$ cat src/assert_macros.svh
// ----------------------------------------------------------------------------
// Assertion macros
// Shared wrappers for concurrent assertions; they vanish in synthesis builds.
// ----------------------------------------------------------------------------
`ifndef ASSERT_MACROS_SVH
`define ASSERT_MACROS_SVH

`ifndef SYNTHESIS

// expr holds at every clock edge out of reset
`define ASSERT_HOLDS(lbl, clk, rst_n, expr) \
	lbl: assert property (@(posedge clk) disable iff (!rst_n) (expr)) \
		else $error("assertion failed: invariant broken");

// cons holds in the same cycle as ante
`define ASSERT_IMPLIES(lbl, clk, rst_n, ante, cons) \
	lbl: assert property (@(posedge clk) disable iff (!rst_n) (ante) |-> (cons)) \
		else $error("assertion failed: implication broken");

// cons holds in the cycle after ante
`define ASSERT_NEXT(lbl, clk, rst_n, ante, cons) \
	lbl: assert property (@(posedge clk) disable iff (!rst_n) (ante) |=> (cons)) \
		else $error("assertion failed: next-cycle implication broken");

`else

`define ASSERT_HOLDS(lbl, clk, rst_n, expr)
`define ASSERT_IMPLIES(lbl, clk, rst_n, ante, cons)
`define ASSERT_NEXT(lbl, clk, rst_n, ante, cons)

`endif

`endif

$ cat src/sfca_pkg.sv
// ----------------------------------------------------------------------------
// sfca_pkg
// Types, constants and the CRC-8 step shared by the frame check and alarm block.
// ----------------------------------------------------------------------------
package sfca_pkg;

	// frame layout: three words of high byte, low byte, check byte
	localparam int unsigned POS_W = 4;
	localparam logic [POS_W-1:0] POS_HI_CO2   = 4'd0;
	localparam logic [POS_W-1:0] POS_LO_CO2   = 4'd1;
	localparam logic [POS_W-1:0] POS_CRC_CO2  = 4'd2;
	localparam logic [POS_W-1:0] POS_HI_TEMP  = 4'd3;
	localparam logic [POS_W-1:0] POS_LO_TEMP  = 4'd4;
	localparam logic [POS_W-1:0] POS_CRC_TEMP = 4'd5;
	localparam logic [POS_W-1:0] POS_HI_HUM   = 4'd6;
	localparam logic [POS_W-1:0] POS_LO_HUM   = 4'd7;
	localparam logic [POS_W-1:0] POS_LAST     = 4'd8;

	localparam logic [7:0] CRC_INIT = 8'hFF;
	localparam logic [7:0] CRC_POLY = 8'h31;

	// configuration port
	localparam int unsigned CFG_IDX_W  = 3;
	localparam int unsigned CFG_DATA_W = 16;

	typedef enum logic [CFG_IDX_W-1:0] {
		CFG_TEMP_OFFSET = 3'd0,
		CFG_HUM_OFFSET  = 3'd1,
		CFG_CO2_OFFSET  = 3'd2,
		CFG_TEMP_HIGH   = 3'd3,
		CFG_TEMP_LOW    = 3'd4,
		CFG_HUM_HIGH    = 3'd5,
		CFG_HUM_LOW     = 3'd6,
		CFG_CO2_HIGH    = 3'd7
	} cfg_idx_t;

	typedef struct packed {
		logic signed [11:0] temp_offset;
		logic signed [11:0] hum_offset;
		logic signed [13:0] co2_offset;
		logic signed [14:0] temp_high;
		logic signed [14:0] temp_low;
		logic signed [14:0] hum_high;
		logic signed [14:0] hum_low;
		logic        [15:0] co2_high;
	} cfg_t;

	localparam logic signed [14:0] RST_TEMP_HIGH = 15'sd3000;
	localparam logic signed [14:0] RST_TEMP_LOW  = 15'sd1000;
	localparam logic signed [14:0] RST_HUM_HIGH  = 15'sd7000;
	localparam logic signed [14:0] RST_HUM_LOW   = 15'sd3000;
	localparam logic        [15:0] RST_CO2_HIGH  = 16'd1500;

	// scaling: value = base + (span * raw + half) / full_scale
	localparam logic [14:0] TEMP_SPAN  = 15'd17500;
	localparam logic [13:0] HUM_SPAN   = 14'd10000;
	localparam logic [30:0] ROUND_HALF = 31'd32767;
	localparam logic [16:0] FULL_SCALE = 17'd65535;
	localparam logic signed [15:0] TEMP_BASE = -16'sd4500;

	localparam logic signed [14:0] TEMP_MIN = -15'sd6500;
	localparam logic signed [14:0] TEMP_MAX = 15'sd15000;
	localparam logic signed [14:0] HUM_MIN  = -15'sd2000;
	localparam logic signed [14:0] HUM_MAX  = 15'sd12000;

	typedef struct packed {
		logic co2_ok;
		logic temp_ok;
		logic hum_ok;
	} crc_flags_t;

	typedef struct packed {
		logic       temp;
		logic       hum;
		logic       co2;
	} alerts_t;

	typedef struct packed {
		logic [15:0] co2_word;
		logic [15:0] temp_word;
		logic [15:0] hum_word;
		crc_flags_t  flags;
	} raw_frame_t;

	typedef struct packed {
		logic [15:0] co2_word;
		logic [14:0] temp_scaled;
		logic [13:0] hum_scaled;
		crc_flags_t  flags;
	} scaled_t;

	// one CRC-8 byte update, MSB first, no reflection
	function automatic logic [7:0] crc8_byte(input logic [7:0] crc_in, input logic [7:0] data);
		logic [7:0] c;
		c = crc_in ^ data;
		for (int i = 0; i < 8; i++) begin
			c = c[7] ? ({c[6:0], 1'b0} ^ CRC_POLY) : {c[6:0], 1'b0};
		end
		return c;
	endfunction

endpackage

$ cat src/sfca_if.sv
// ----------------------------------------------------------------------------
// sfca channel interfaces
// Valid/ready channels for frame bytes, results and configuration writes.
// ----------------------------------------------------------------------------
interface sfca_frame_if;
	logic       valid;
	logic       ready;
	logic [7:0] data_byte;
	logic       frame_start;

	modport source (output valid, data_byte, frame_start, input ready);
	modport sink   (input valid, data_byte, frame_start, output ready);
endinterface

interface sfca_result_if;
	logic               valid;
	logic               ready;
	logic        [15:0] co2_ppm;
	logic signed [14:0] temperature_centi;
	logic signed [14:0] humidity_centi;
	logic               co2_crc_ok;
	logic               temp_crc_ok;
	logic               hum_crc_ok;
	logic               frame_ok;
	logic               alert_temp;
	logic               alert_hum;
	logic               alert_co2;

	modport source (output valid, co2_ppm, temperature_centi, humidity_centi, co2_crc_ok,
		temp_crc_ok, hum_crc_ok, frame_ok, alert_temp, alert_hum, alert_co2, input ready);
	modport sink   (input valid, co2_ppm, temperature_centi, humidity_centi, co2_crc_ok,
		temp_crc_ok, hum_crc_ok, frame_ok, alert_temp, alert_hum, alert_co2, output ready);
endinterface

interface sfca_cfg_if import sfca_pkg::*; ();
	logic                  valid;
	logic                  ready;
	logic [CFG_IDX_W-1:0]  index;
	logic [CFG_DATA_W-1:0] data;

	modport source (output valid, index, data, input ready);
	modport sink   (input valid, index, data, output ready);
endinterface

$ cat src/sensor_frame_check_and_alarm.sv
// ----------------------------------------------------------------------------
// sensor_frame_check_and_alarm
// Checks nine-byte measurement frames and raises threshold alerts.
// ----------------------------------------------------------------------------
// Usage:
//   frame  - one byte per beat, high data byte first; frame_start marks byte 0
//            and drops any partial frame. After the ninth byte the next byte
//            opens a new frame on its own.
//   result - one beat per frame, on the ninth byte: held CO2, temperature and
//            humidity, the three CRC-8 flags, frame_ok and the held alerts.
//            A frame with a bad check byte leaves values and alerts unchanged.
//   cfg    - register writes (offsets, thresholds), always ready; write only
//            while no frame result is outstanding.
// Throughput: one byte per cycle while frame ready is high. The edge that takes
// the ninth byte loads the raw register; the multiply, divide, offset/clamp and
// result registers follow in that order.
// A stalled result beat does not stop byte intake: bytes keep flowing until the
// closing byte of a frame finds the raw stage still occupied.
// Reset clears the byte position, CRC, held values and alerts, and loads the
// default thresholds; no result is pending after reset.
// ----------------------------------------------------------------------------
module sensor_frame_check_and_alarm import sfca_pkg::*; (
	input  logic          clk,
	input  logic          arst_n,
	sfca_frame_if.sink    frame,
	sfca_result_if.source result,
	sfca_cfg_if.sink      cfg
);

	cfg_t       regs;
	logic       raw_valid;
	logic       raw_ready;
	raw_frame_t raw;
	logic       scaled_valid;
	logic       scaled_ready;
	scaled_t    scaled;

	sfca_cfg_regs u_cfg_regs (
		.clk    (clk),
		.arst_n (arst_n),
		.cfg    (cfg),
		.regs   (regs)
	);

	sfca_frame_rx u_frame_rx (
		.clk       (clk),
		.arst_n    (arst_n),
		.frame     (frame),
		.raw_valid (raw_valid),
		.raw       (raw),
		.raw_ready (raw_ready)
	);

	sfca_scale u_scale (
		.clk          (clk),
		.arst_n       (arst_n),
		.raw_valid    (raw_valid),
		.raw          (raw),
		.raw_ready    (raw_ready),
		.scaled_valid (scaled_valid),
		.scaled       (scaled),
		.scaled_ready (scaled_ready)
	);

	sfca_alarm u_alarm (
		.clk          (clk),
		.arst_n       (arst_n),
		.regs         (regs),
		.scaled_valid (scaled_valid),
		.scaled       (scaled),
		.scaled_ready (scaled_ready),
		.result       (result)
	);

endmodule

$ cat src/sfca_cfg_regs.sv
// ----------------------------------------------------------------------------
// sfca_cfg_regs
// Offset and threshold register file behind the configuration write channel.
// ----------------------------------------------------------------------------
module sfca_cfg_regs import sfca_pkg::*; (
	input  logic        clk,
	input  logic        arst_n,
	sfca_cfg_if.sink    cfg,
	output cfg_t        regs
);

	cfg_t regs_q;

	assign cfg.ready = 1'b1;
	assign regs      = regs_q;

	always_ff @(posedge clk or negedge arst_n) begin
		if (!arst_n) begin
			regs_q.temp_offset <= '0;
			regs_q.hum_offset  <= '0;
			regs_q.co2_offset  <= '0;
			regs_q.temp_high   <= RST_TEMP_HIGH;
			regs_q.temp_low    <= RST_TEMP_LOW;
			regs_q.hum_high    <= RST_HUM_HIGH;
			regs_q.hum_low     <= RST_HUM_LOW;
			regs_q.co2_high    <= RST_CO2_HIGH;
		end else if (cfg.valid) begin
			case (cfg_idx_t'(cfg.index))
				CFG_TEMP_OFFSET: regs_q.temp_offset <= cfg.data[11:0];
				CFG_HUM_OFFSET:  regs_q.hum_offset  <= cfg.data[11:0];
				CFG_CO2_OFFSET:  regs_q.co2_offset  <= cfg.data[13:0];
				CFG_TEMP_HIGH:   regs_q.temp_high   <= cfg.data[14:0];
				CFG_TEMP_LOW:    regs_q.temp_low    <= cfg.data[14:0];
				CFG_HUM_HIGH:    regs_q.hum_high    <= cfg.data[14:0];
				CFG_HUM_LOW:     regs_q.hum_low     <= cfg.data[14:0];
				CFG_CO2_HIGH:    regs_q.co2_high    <= cfg.data[15:0];
				default: ;
			endcase
		end
	end

endmodule

$ cat src/sfca_frame_rx.sv
// ----------------------------------------------------------------------------
// sfca_frame_rx
// Tracks the byte position, runs the CRC-8 and assembles the three raw words.
// ----------------------------------------------------------------------------
`include "assert_macros.svh"

module sfca_frame_rx import sfca_pkg::*; (
	input  logic        clk,
	input  logic        arst_n,
	sfca_frame_if.sink  frame,
	output logic        raw_valid,
	output raw_frame_t  raw,
	input  logic        raw_ready
);

	logic [POS_W-1:0] pos_q;
	logic [7:0]       crc_q;
	logic [7:0]       high_q;
	logic [7:0]       low_q;
	logic [15:0]      co2_word_q;
	logic [15:0]      temp_word_q;
	logic             co2_ok_q;
	logic             temp_ok_q;
	logic             raw_valid_s1;
	raw_frame_t       raw_s1;

	logic [POS_W-1:0] pos_eff;
	logic [7:0]       crc_cur;
	logic             is_check;
	logic             check_ok;
	logic             accept;
	logic             s1_free;

	always_comb begin
		// a start flag or a stray position restarts the frame
		pos_eff  = (frame.frame_start || (pos_q > POS_LAST)) ? '0 : pos_q;
		crc_cur  = frame.frame_start ? CRC_INIT : crc_q;
		is_check = (pos_eff == POS_CRC_CO2) || (pos_eff == POS_CRC_TEMP) ||
			(pos_eff == POS_LAST);
		check_ok = (frame.data_byte == crc_cur);
	end

	assign s1_free     = !raw_valid_s1 || raw_ready;
	// only the closing byte needs room downstream
	assign frame.ready = (pos_q != POS_LAST) || s1_free;
	assign accept      = frame.valid && frame.ready;

	always_ff @(posedge clk or negedge arst_n) begin
		if (!arst_n) begin
			pos_q       <= '0;
			crc_q       <= CRC_INIT;
			high_q      <= '0;
			low_q       <= '0;
			co2_word_q  <= '0;
			temp_word_q <= '0;
			co2_ok_q    <= 1'b0;
			temp_ok_q   <= 1'b0;
		end else if (accept) begin
			crc_q <= is_check ? CRC_INIT : crc8_byte(crc_cur, frame.data_byte);
			pos_q <= (pos_eff == POS_LAST) ? '0 : pos_eff + 1'b1;
			case (pos_eff)
				POS_HI_CO2, POS_HI_TEMP, POS_HI_HUM: high_q <= frame.data_byte;
				POS_LO_CO2:   co2_word_q  <= {high_q, frame.data_byte};
				POS_LO_TEMP:  temp_word_q <= {high_q, frame.data_byte};
				POS_LO_HUM:   low_q       <= frame.data_byte;
				POS_CRC_CO2:  co2_ok_q    <= check_ok;
				POS_CRC_TEMP: temp_ok_q   <= check_ok;
				default: ;
			endcase
		end
	end

	always_ff @(posedge clk or negedge arst_n) begin
		if (!arst_n) begin
			raw_valid_s1 <= 1'b0;
		end else if (accept && (pos_eff == POS_LAST)) begin
			raw_valid_s1 <= 1'b1;
		end else if (raw_ready) begin
			raw_valid_s1 <= 1'b0;
		end
	end

	always_ff @(posedge clk) begin
		if (accept && (pos_eff == POS_LAST)) begin
			raw_s1.co2_word      <= co2_word_q;
			raw_s1.temp_word     <= temp_word_q;
			raw_s1.hum_word      <= {high_q, low_q};
			raw_s1.flags.co2_ok  <= co2_ok_q;
			raw_s1.flags.temp_ok <= temp_ok_q;
			raw_s1.flags.hum_ok  <= check_ok;
		end
	end

	assign raw_valid = raw_valid_s1;
	assign raw       = raw_s1;

	`ASSERT_HOLDS(a_pos_range, clk, arst_n, pos_q <= POS_LAST)
	`ASSERT_NEXT(a_crc_reinit, clk, arst_n, accept && is_check, crc_q == CRC_INIT)
	`ASSERT_IMPLIES(a_no_overrun, clk, arst_n, accept && (pos_eff == POS_LAST), s1_free)

endmodule

$ cat src/sfca_scale.sv
// ----------------------------------------------------------------------------
// sfca_scale
// Multiplies the raw words by their span, then divides by full scale with rounding.
// ----------------------------------------------------------------------------
module sfca_scale import sfca_pkg::*; (
	input  logic        clk,
	input  logic        arst_n,
	input  logic        raw_valid,
	input  raw_frame_t  raw,
	output logic        raw_ready,
	output logic        scaled_valid,
	output scaled_t     scaled,
	input  logic        scaled_ready
);

	logic        valid_s2;
	logic [30:0] temp_prod_s2;
	logic [30:0] hum_prod_s2;
	logic [15:0] co2_word_s2;
	crc_flags_t  flags_s2;

	logic        valid_s3;
	scaled_t     scaled_s3;

	logic        s2_free;
	logic        s3_free;

	// (p + half) / 65535: take x >> 16, then one correction step
	function automatic logic [14:0] div_full_scale(input logic [30:0] prod);
		logic [30:0] x;
		logic [14:0] q0;
		logic [16:0] r;
		x  = prod + ROUND_HALF;
		q0 = x[30:16];
		r  = {1'b0, x[15:0]} + {2'b0, q0};
		return (r >= FULL_SCALE) ? q0 + 1'b1 : q0;
	endfunction

	assign s3_free   = !valid_s3 || scaled_ready;
	assign s2_free   = !valid_s2 || s3_free;
	assign raw_ready = s2_free;

	always_ff @(posedge clk or negedge arst_n) begin
		if (!arst_n) begin
			valid_s2 <= 1'b0;
			valid_s3 <= 1'b0;
		end else begin
			if (s2_free) begin
				valid_s2 <= raw_valid;
			end
			if (s3_free) begin
				valid_s3 <= valid_s2;
			end
		end
	end

	always_ff @(posedge clk) begin
		if (s2_free && raw_valid) begin
			temp_prod_s2 <= {16'b0, TEMP_SPAN} * {15'b0, raw.temp_word};
			hum_prod_s2  <= {17'b0, HUM_SPAN} * {15'b0, raw.hum_word};
			co2_word_s2  <= raw.co2_word;
			flags_s2     <= raw.flags;
		end
	end

	always_ff @(posedge clk) begin
		if (s3_free && valid_s2) begin
			scaled_s3.co2_word    <= co2_word_s2;
			scaled_s3.temp_scaled <= div_full_scale(temp_prod_s2);
			scaled_s3.hum_scaled  <= 14'(div_full_scale(hum_prod_s2));
			scaled_s3.flags       <= flags_s2;
		end
	end

	assign scaled_valid = valid_s3;
	assign scaled       = scaled_s3;

endmodule

$ cat src/sfca_alarm.sv
// ----------------------------------------------------------------------------
// sfca_alarm
// Applies offsets and limits, compares thresholds and holds the result beat.
// ----------------------------------------------------------------------------
`include "assert_macros.svh"

module sfca_alarm import sfca_pkg::*; (
	input  logic         clk,
	input  logic         arst_n,
	input  cfg_t         regs,
	input  logic         scaled_valid,
	input  scaled_t      scaled,
	output logic         scaled_ready,
	sfca_result_if.source result
);

	logic               valid_s4;
	logic        [15:0] co2_s4;
	logic signed [14:0] temp_s4;
	logic signed [14:0] hum_s4;
	crc_flags_t         flags_s4;

	logic               res_valid_q;
	logic        [15:0] co2_q;
	logic signed [14:0] temp_q;
	logic signed [14:0] hum_q;
	alerts_t            alerts_q;
	crc_flags_t         flags_q;
	logic               frame_ok_q;

	logic               s4_free;
	logic               load;
	logic               all_ok;
	logic signed [15:0] temp_sum;
	logic signed [15:0] hum_sum;
	logic signed [17:0] co2_sum;
	logic signed [14:0] temp_lim;
	logic signed [14:0] hum_lim;
	logic        [15:0] co2_lim;
	alerts_t            alerts_new;
	logic               keep_held;
	logic               held_in_range;

	assign load         = valid_s4 && (!res_valid_q || result.ready);
	assign s4_free      = !valid_s4 || load;
	assign scaled_ready = s4_free;
	assign all_ok       = flags_s4.co2_ok && flags_s4.temp_ok && flags_s4.hum_ok;

	always_comb begin
		temp_sum = $signed({1'b0, scaled.temp_scaled}) + TEMP_BASE +
			$signed({{4{regs.temp_offset[11]}}, regs.temp_offset});
		hum_sum  = $signed({2'b0, scaled.hum_scaled}) +
			$signed({{4{regs.hum_offset[11]}}, regs.hum_offset});
		co2_sum  = $signed({2'b0, scaled.co2_word}) +
			$signed({{4{regs.co2_offset[13]}}, regs.co2_offset});

		if (temp_sum < 16'(TEMP_MIN)) begin
			temp_lim = TEMP_MIN;
		end else if (temp_sum > 16'(TEMP_MAX)) begin
			temp_lim = TEMP_MAX;
		end else begin
			temp_lim = temp_sum[14:0];
		end

		if (hum_sum < 16'(HUM_MIN)) begin
			hum_lim = HUM_MIN;
		end else if (hum_sum > 16'(HUM_MAX)) begin
			hum_lim = HUM_MAX;
		end else begin
			hum_lim = hum_sum[14:0];
		end

		// negative sum floors at zero, anything past 16 bits saturates
		if (co2_sum[17]) begin
			co2_lim = '0;
		end else if (co2_sum[16]) begin
			co2_lim = '1;
		end else begin
			co2_lim = co2_sum[15:0];
		end
	end

	always_comb begin
		alerts_new.temp = (temp_s4 > regs.temp_high) || (temp_s4 < regs.temp_low);
		alerts_new.hum  = (hum_s4 > regs.hum_high) || (hum_s4 < regs.hum_low);
		alerts_new.co2  = (co2_s4 > regs.co2_high);
	end

	always_ff @(posedge clk or negedge arst_n) begin
		if (!arst_n) begin
			valid_s4 <= 1'b0;
		end else if (s4_free) begin
			valid_s4 <= scaled_valid;
		end
	end

	always_ff @(posedge clk) begin
		if (s4_free && scaled_valid) begin
			co2_s4   <= co2_lim;
			temp_s4  <= temp_lim;
			hum_s4   <= hum_lim;
			flags_s4 <= scaled.flags;
		end
	end

	// held values double as the result register; a failed frame keeps them
	always_ff @(posedge clk or negedge arst_n) begin
		if (!arst_n) begin
			res_valid_q <= 1'b0;
			co2_q       <= '0;
			temp_q      <= '0;
			hum_q       <= '0;
			alerts_q    <= '0;
			flags_q     <= '0;
			frame_ok_q  <= 1'b0;
		end else begin
			if (load) begin
				res_valid_q <= 1'b1;
				flags_q     <= flags_s4;
				frame_ok_q  <= all_ok;
				if (all_ok) begin
					co2_q    <= co2_s4;
					temp_q   <= temp_s4;
					hum_q    <= hum_s4;
					alerts_q <= alerts_new;
				end
			end else if (result.ready) begin
				res_valid_q <= 1'b0;
			end
		end
	end

	assign result.valid             = res_valid_q;
	assign result.co2_ppm           = co2_q;
	assign result.temperature_centi = temp_q;
	assign result.humidity_centi    = hum_q;
	assign result.co2_crc_ok        = flags_q.co2_ok;
	assign result.temp_crc_ok       = flags_q.temp_ok;
	assign result.hum_crc_ok        = flags_q.hum_ok;
	assign result.frame_ok          = frame_ok_q;
	assign result.alert_temp        = alerts_q.temp;
	assign result.alert_hum         = alerts_q.hum;
	assign result.alert_co2         = alerts_q.co2;

	assign keep_held     = !(load && all_ok);
	assign held_in_range = (temp_q >= TEMP_MIN) && (temp_q <= TEMP_MAX) &&
		(hum_q >= HUM_MIN) && (hum_q <= HUM_MAX);

	`ASSERT_IMPLIES(a_ok_means_all, clk, arst_n, res_valid_q, frame_ok_q == (&flags_q))
	`ASSERT_NEXT(a_hold_on_fail, clk, arst_n, keep_held, $stable({co2_q, temp_q, hum_q, alerts_q}))
	`ASSERT_HOLDS(a_held_in_range, clk, arst_n, held_in_range)

endmodule

$ cat src/flat_wrapper.sv
// flat-port wrapper written by rule: the top's interface ports become plain ports
module sensor_frame_check_and_alarm_flat import sfca_pkg::*;
  (clk, arst_n, frame_valid, frame_data_byte, frame_frame_start, frame_ready, result_valid, result_co2_ppm, result_temperature_centi, result_humidity_centi, result_co2_crc_ok, result_temp_crc_ok, result_hum_crc_ok, result_frame_ok, result_alert_temp, result_alert_hum, result_alert_co2, result_ready, cfg_valid, cfg_index, cfg_data, cfg_ready);
  sfca_frame_if frame_i ();
  sfca_result_if result_i ();
  sfca_cfg_if cfg_i ();
  input  logic clk;
  input  logic arst_n;
  input wire logic [$bits(frame_i.valid)-1:0] frame_valid;
  input wire logic [$bits(frame_i.data_byte)-1:0] frame_data_byte;
  input wire logic [$bits(frame_i.frame_start)-1:0] frame_frame_start;
  output wire logic [$bits(frame_i.ready)-1:0] frame_ready;
  output wire logic [$bits(result_i.valid)-1:0] result_valid;
  output wire logic [$bits(result_i.co2_ppm)-1:0] result_co2_ppm;
  output wire logic [$bits(result_i.temperature_centi)-1:0] result_temperature_centi;
  output wire logic [$bits(result_i.humidity_centi)-1:0] result_humidity_centi;
  output wire logic [$bits(result_i.co2_crc_ok)-1:0] result_co2_crc_ok;
  output wire logic [$bits(result_i.temp_crc_ok)-1:0] result_temp_crc_ok;
  output wire logic [$bits(result_i.hum_crc_ok)-1:0] result_hum_crc_ok;
  output wire logic [$bits(result_i.frame_ok)-1:0] result_frame_ok;
  output wire logic [$bits(result_i.alert_temp)-1:0] result_alert_temp;
  output wire logic [$bits(result_i.alert_hum)-1:0] result_alert_hum;
  output wire logic [$bits(result_i.alert_co2)-1:0] result_alert_co2;
  input wire logic [$bits(result_i.ready)-1:0] result_ready;
  input wire logic [$bits(cfg_i.valid)-1:0] cfg_valid;
  input wire logic [$bits(cfg_i.index)-1:0] cfg_index;
  input wire logic [$bits(cfg_i.data)-1:0] cfg_data;
  output wire logic [$bits(cfg_i.ready)-1:0] cfg_ready;
  assign frame_i.valid = frame_valid;
  assign frame_i.data_byte = frame_data_byte;
  assign frame_i.frame_start = frame_frame_start;
  assign frame_ready = frame_i.ready;
  assign result_valid = result_i.valid;
  assign result_co2_ppm = result_i.co2_ppm;
  assign result_temperature_centi = result_i.temperature_centi;
  assign result_humidity_centi = result_i.humidity_centi;
  assign result_co2_crc_ok = result_i.co2_crc_ok;
  assign result_temp_crc_ok = result_i.temp_crc_ok;
  assign result_hum_crc_ok = result_i.hum_crc_ok;
  assign result_frame_ok = result_i.frame_ok;
  assign result_alert_temp = result_i.alert_temp;
  assign result_alert_hum = result_i.alert_hum;
  assign result_alert_co2 = result_i.alert_co2;
  assign result_i.ready = result_ready;
  assign cfg_i.valid = cfg_valid;
  assign cfg_i.index = cfg_index;
  assign cfg_i.data = cfg_data;
  assign cfg_ready = cfg_i.ready;
  sensor_frame_check_and_alarm u_core (.clk(clk), .arst_n(arst_n), .frame(frame_i), .result(result_i), .cfg(cfg_i));
endmodule
$ cat config.mk
export PLATFORM = sky130hd
export DESIGN_NAME = sensor_frame_check_and_alarm_flat
export DESIGN_NICKNAME = d
export VERILOG_FILES = /design/src/sfca_pkg.sv /design/src/sfca_if.sv /design/src/sensor_frame_check_and_alarm.sv /design/src/sfca_cfg_regs.sv /design/src/sfca_frame_rx.sv /design/src/sfca_scale.sv /design/src/sfca_alarm.sv /design/src/flat_wrapper.sv
export VERILOG_INCLUDE_DIRS = /design/src /design/src/src
export SDC_FILE = /design/constraint.sdc
export NUM_CORES = 1
export LEC_CHECK = 0
export BUFFER_PORTS_ARGS = -buffer_cell sky130_fd_sc_hd__clkbuf_2
export CELL_PAD_IN_SITES_DETAIL_PLACEMENT = 1
export CELL_PAD_IN_SITES_GLOBAL_PLACEMENT = 2
export CORE_ASPECT_RATIO = 0.6
export CORE_MARGIN = 10
export CORE_UTILIZATION = 43
export DETAILED_ROUTE_END_ITERATION = 12
export PLACE_DENSITY_LB_ADDON = 0.1
export SYNTH_ARGS = -nofsm -noshare
export SYNTH_HDL_FRONTEND = slang
export SYNTH_SLANG_ARGS = --single-unit
$ cat constraint.sdc
create_clock -name clk -period 7 [get_ports clk]
set_input_delay 0.7 -clock clk [delete_from_list [all_inputs] [get_ports clk]]
set_output_delay 0.7 -clock clk [all_outputs]
set_load 0.01 [all_outputs]
Yosys cells after proc, flatten, opt, wreduce, memory -nomap -nowiden
Index checks and enable logic that the tools add are counted.

operators by class
  reductions and logical operators = 46
  equal/unequal tests = 17
  $mul = 2
  multiplexer cells = 21
  bitwise gates (word level) = 9
  add/subtract/negate cells = 11
  magnitude comparators = 12

operators with widths
  cell                    number
  $mux 6                  8
  $mux 15                 3
  $add 16x15->17          2
  $ge 17x16->1 const B    2
  $gt 16x15->1 const B    2
  $add 30x15->31 const B  1
  $add 31x15->31 const B  1
  $gt 15x15->1            2
  $lt 15x15->1            2
  $reduce_and 2->1        15
  $mul 13x16->29 const A  1
  $mul 10x16->26 const A  1
  $not 3->3               8
  $add 17x14->18          1
  $add 15x12->16          1
  $add 16x12->16          1
  $add 16x14->16 const B  1
  $eq 4x3->1 const B      4
  $gt 16x16->1            1
  $lt 16x12->1 const B    1
  $lt 16x14->1 const B    1
  $mux 16                 1
  $mux 8                  2
  $add 15x1->15 const B   1
  23 further kinds        55

storage, ports and cells
  input port bits = 33
  register bits = 456
  word-level logic and storage cells = 175

Depth between registers and ports, before layout
  depth in word-level cells = 19
  gate-level depth with buffers = 23

Hierarchy
Synthesis repeated with hierarchy kept, for this count alone.

second synthesis, totals
  cells, all modules = 2761
  area total of the unflattened synthesis = 30960.9 um^2

by module, submodules not included
  module         cells an instance  seq. area each (um^2)  area an instance (um^2)  times used
  sfca_scale     1295               3713.6                 13021.2                  1
  sfca_alarm     932                2847.7                 8861.0                   1
  sfca_cfg_regs  252                2895.3                 4549.4                   1
  sfca_frame_rx  282                3118.0                 4529.3                   1

Worst setup path after synthesis
OpenSTA, ideal clock, no wires.

  kind = register to register
  start point = reg u_core.u_frame_rx.raw_s1, in the netlist u_core.u_frame_rx.raw[22]
  end point = reg u_core.u_scale.temp_prod_s2[30] (data pin)
  cell stages (with the launch flop) = 23
  setup slack = 1844 ps
  arrival = 4891 ps
  buffers on the path = 0
  setup time = 266 ps
  path through = edfxtp_1 > ha_1 > inv_1 > fa_1 > inv_1 > ha_1 > ha_1 > inv_1 > fa_1 > inv_1 > fa_1 > a21o_1 > a21oi_1 > o21bai_1 > a21o_1 > a21oi_1 > o21ai_0 > and2_1 > o21ai_0 > o21ai_0 > nand2b_1 > a31oi_1 > o21ai_0

between the ends
  cells in the longest elaborated chain, start to end = 1

RTL lines
  item                    line                 text
  start: declaration      sfca_frame_rx.sv:25  raw_frame_t raw_s1;
  $mul 13x16->29          sfca_scale.sv:59     temp_prod_s2 <= {16'b0, TEMP_SPAN} * {15'b0, raw.temp_word};
  end signal: assignment  sfca_scale.sv:59
  end: declaration        sfca_scale.sv:17     logic [30:0] temp_prod_s2;

No other way between the ends.
A chain may end at the register's enable or synchronous reset.

Worst setup path after layout
  start point = reg u_core.u_frame_rx.raw_s1, in the netlist u_core.u_frame_rx.raw[23]
  end point = reg u_core.u_scale.temp_prod_s2[30] (data pin)

Same word-level chain as after synthesis.

==> metrics <==
status finished, final reports clean; mean number of vias per cell 5.26; pwr dens 237 nW/um^2; Final Slew Violations 0; Clock Sink Count 456; # setup viols final 0; vias in the first global route 21.5k; die height 223 um; sequential share of the synthesized area 42.6%; post_cts resized 0; clock network fraction of design power 37.2%; Area contributors post-synth edfxtp_1 23%, dfrtp_1 16%, ha_1 14%, fa_1 5.6%, mux2_2 5.5%; router iterations before antenna repair 5; max-cap viol count 0; fillers 7372; internal cell power 5.62 mW; Yosys top cell by area edfxtp_1; type of the worst min-delay path primary input to asynchronous set/reset pin; starting density of the core 43.4%; setup repair bufs after CTS 0; Worst R2R Start u_core.u_frame_rx.raw[23]; Peak VDD IR 0.191 mV; share of cells above drive strength 1 14.3%; slowest stage delay, CP 540 ps; Setup TNS 0 ps; Synth Net Count 3199; IO Count 89; Crit Path Category flip-flop to flip-flop; r2r setup slk 1080 ps; clock buffers created by TritonCTS 47; Horiz. Die Dim 358 um; commonest cells in the netlist 407 x inv_1, 337 x ha_1, 248 x nand2_1; Critical Path RT 7320 ps; Mapped Area 29500 um^2; combinational power share 19.6%; area delta synth->final 11.2%; Synth Flop Type edfxtp_1; WP buf/inv 4; Core Region 68100 um^2; R2R Path End u_core.u_scale.temp_prod_s2[30]; final weighted congestion in routability-driven placement 0.888; clk_skew 45.4 ps; Netlist cell types 88; DR DRC count 0; Storage cell area 12600 um^2; GR Util All Layers 19.5%; Vias 20.0k; Fmax 169 MHz; Multi-input gate area 15300 um^2; syn_area_per_cell 10.8 um^2; pin count of the biggest net entering global routing 101; Port Buffers 87; Flop pwr share 43.2%; normalized max-slew margin 14.9%; final core occ 48.3%; crit path launch type flip-flop; WP depth 22; Pleak 15.2 nW; RSZ-0062 raised after global routing false; share of the synthesized area in the top cell type 22.6%; DP HPWL 59700 um; cells on worst reg2reg path 22; initial antenna violation count 10; WL per Instance 20.3 um; Routed Wire Length 77100 um; slowest cell on the critical path fa_1; Final Critical Period 5920 ps; Max Fanout on Critical Path 5; crit path DAT 6240 ps; Hold Fails Final Rpt 0; Longest Clk Path Bufs 3; Sw Share 27.7%; first-pass GRT wire length 124000 um; # nets final 3295; Starting DRT DRC Count 1103; Top Family by Delay on Critical Path adder cells; yosys warns 0; CTS tree done; count leader, synth inv_1; fin crit share 84.6%; #FFs+latches synth 456; switching power 2.15 mW; row cnt 74; CP cell instances ha_1 -> inv_1 -> fa_1 -> inv_1 -> ha_1 -> ha_1 -> inv_1 -> fa_1 -> inv_1 -> fa_1 -> a21o_1 -> a21oi_1 -> o21bai_1 -> a21o_1 -> a21oi_1 -> o21ai_0 -> and2_1 -> o21ai_0 -> o21ai_0 -> nand2b_1 -> a31oi_1 -> o21ai_0; die area 79900 um^2; Routed Antenna Nets 0; Worst Setup End Kind flip-flop; Worst-path clk slew 70 ps; clock latency on the worst-skew pair 630 ps; worst hold slack 146 ps; actual slew at the worst max-slew pin 1270 ps; number of synthesized flops with an enable pin 222; H-tree depth 2; post-synthesis cell count 2746; # hold bufs at CTS 0; clk root buf clkbuf_16; grt total ovfl 0; async set-reset flop share out of synthesis 51.3%
-- worst reg2reg max path, stage by stage, from the launching register on --
cell	delay (ps)
edfxtp_1	500
ha_1	320
inv_1	50
fa_1	490
inv_1	40
ha_1	280
ha_1	280
inv_1	50
fa_1	540
inv_1	70
fa_1	460
a21o_1	200
a21oi_1	240
o21bai_1	90
a21o_1	200
a21oi_1	190
o21ai_0	130
and2_1	200
o21ai_0	400
o21ai_0	240
nand2b_1	190
a31oi_1	260
o21ai_0	170
-- cells in the final DEF, fill, tap and decap left out, types with 27 or more instances in the layout --
cell       Yosys  routed
xor2_1        62      62
fa_1          83      83
dfrtp_1      192     192
nand3_1       40      40
edfxtp_1     222     222
a21oi_1      110     110
xnor2_1      117     117
ha_1         337     337
a21o_1        44      44
nand2_1      248     248
inv_1        407     407
mux2_2       144     144
nand4_1       37      37
clkbuf_16      0      49
clkbuf_2       0      86
o21ai_0      102     102
o21a_1        44      44
dfstp_2       42      42
nor2_1       117     116
nor3_1        34      33
nand2b_1      27      27
-- how the worst max path moves through the flow --
stage / startpoint / endpoint / slack [ps]
5_1_grt: u_core.u_frame_rx.raw[22] / u_core.u_scale.temp_prod_s2[30] / 640
2_1_floorplan: u_core.u_frame_rx.raw[22] / u_core.u_scale.temp_prod_s2[30] / 1840
3_5_place_dp: u_core.u_frame_rx.raw[22] / u_core.u_scale.temp_prod_s2[30] / 1180
3_3_place_gp: u_core.u_frame_rx.raw[22] / u_core.u_scale.temp_prod_s2[30] / 1370
4_1_cts: u_core.u_frame_rx.raw[22] / u_core.u_scale.temp_prod_s2[30] / 1100
6_report: u_core.u_frame_rx.raw[23] / u_core.u_scale.temp_prod_s2[30] / 1080
-- state kept, by name, summed over array words and instances, names as in the netlist, 26 cells and up --
signal,count
u_core.u_cfg_regs.regs,114
u_core.u_frame_rx.raw,51
u_core.u_scale.scaled,48
u_core.u_scale.temp_prod_s2,29
u_core.u_scale.hum_prod_s2,26
-- routing by layer --
metal | vias to the layer above | routed length, um | GRT usage, %
met5 | - | 0 | 0
met4 | 0 | 760 | 3.09
met3 | 53 | 3870 | 3.42
met2 | 257 | 32300 | 28.7
met1 | 10002 | 40100 | 29.9
li1 | 9648 | - | -
-- power by group through the flow --
stage          combinational [mW]  clock (mW)  sequential [mW]
2_1_floorplan                1.15           0             3.34
3_3_place_gp                 1.45           0             3.39
3_5_place_dp                 1.51           0             3.41
4_1_cts                      1.54        2.96             3.36
5_1_grt                      1.74        3.08             3.40
6_report                     1.52        2.89             3.36
-- cell families after synthesis --
group / synth area share [%]
and+or+nand+nor: 10.7
buffers and inverters: 5.91
DFF: 42.6
AOI/OAI and AO/OA: 9.62
adders and majority gates: 19.9
xor gates and xnor gates: 5.69
muxes: 5.63
other: 0.0127
-- final cells by class --
type | count | area share, %
Clock buffer | 58 | 3.93
Clock inverter | 30 | 1.49
Antenna cell | 2 | 0.0152
Inverter | 408 | 4.66
Timing Repair Buffer | 101 | 1.68
Multi-Input combinational cell | 1828 | 46.5
Tap cell | 912 | 3.47
Sequential cell | 456 | 38.3
-- through the flow --
| step | std cells | power [mW] | setup slack [ps] | area [um^2] |
|---|---|---|---|---|
| 6_report | 3795 | 7.77 | 1080 | 32900 |
| 5_1_grt | 3793 | 8.22 | 637 | 32900 |
| 4_1_cts | 3793 | 7.86 | 1100 | 32900 |
| 3_5_place_dp | 3705 | 4.93 | 1180 | 31100 |
| 3_3_place_gp | 3705 | 4.84 | 1370 | 31100 |
| 2_1_floorplan | 2746 | 4.49 | 1840 | 29500 |
No activity file was read; power rests on OpenSTA's default activity.
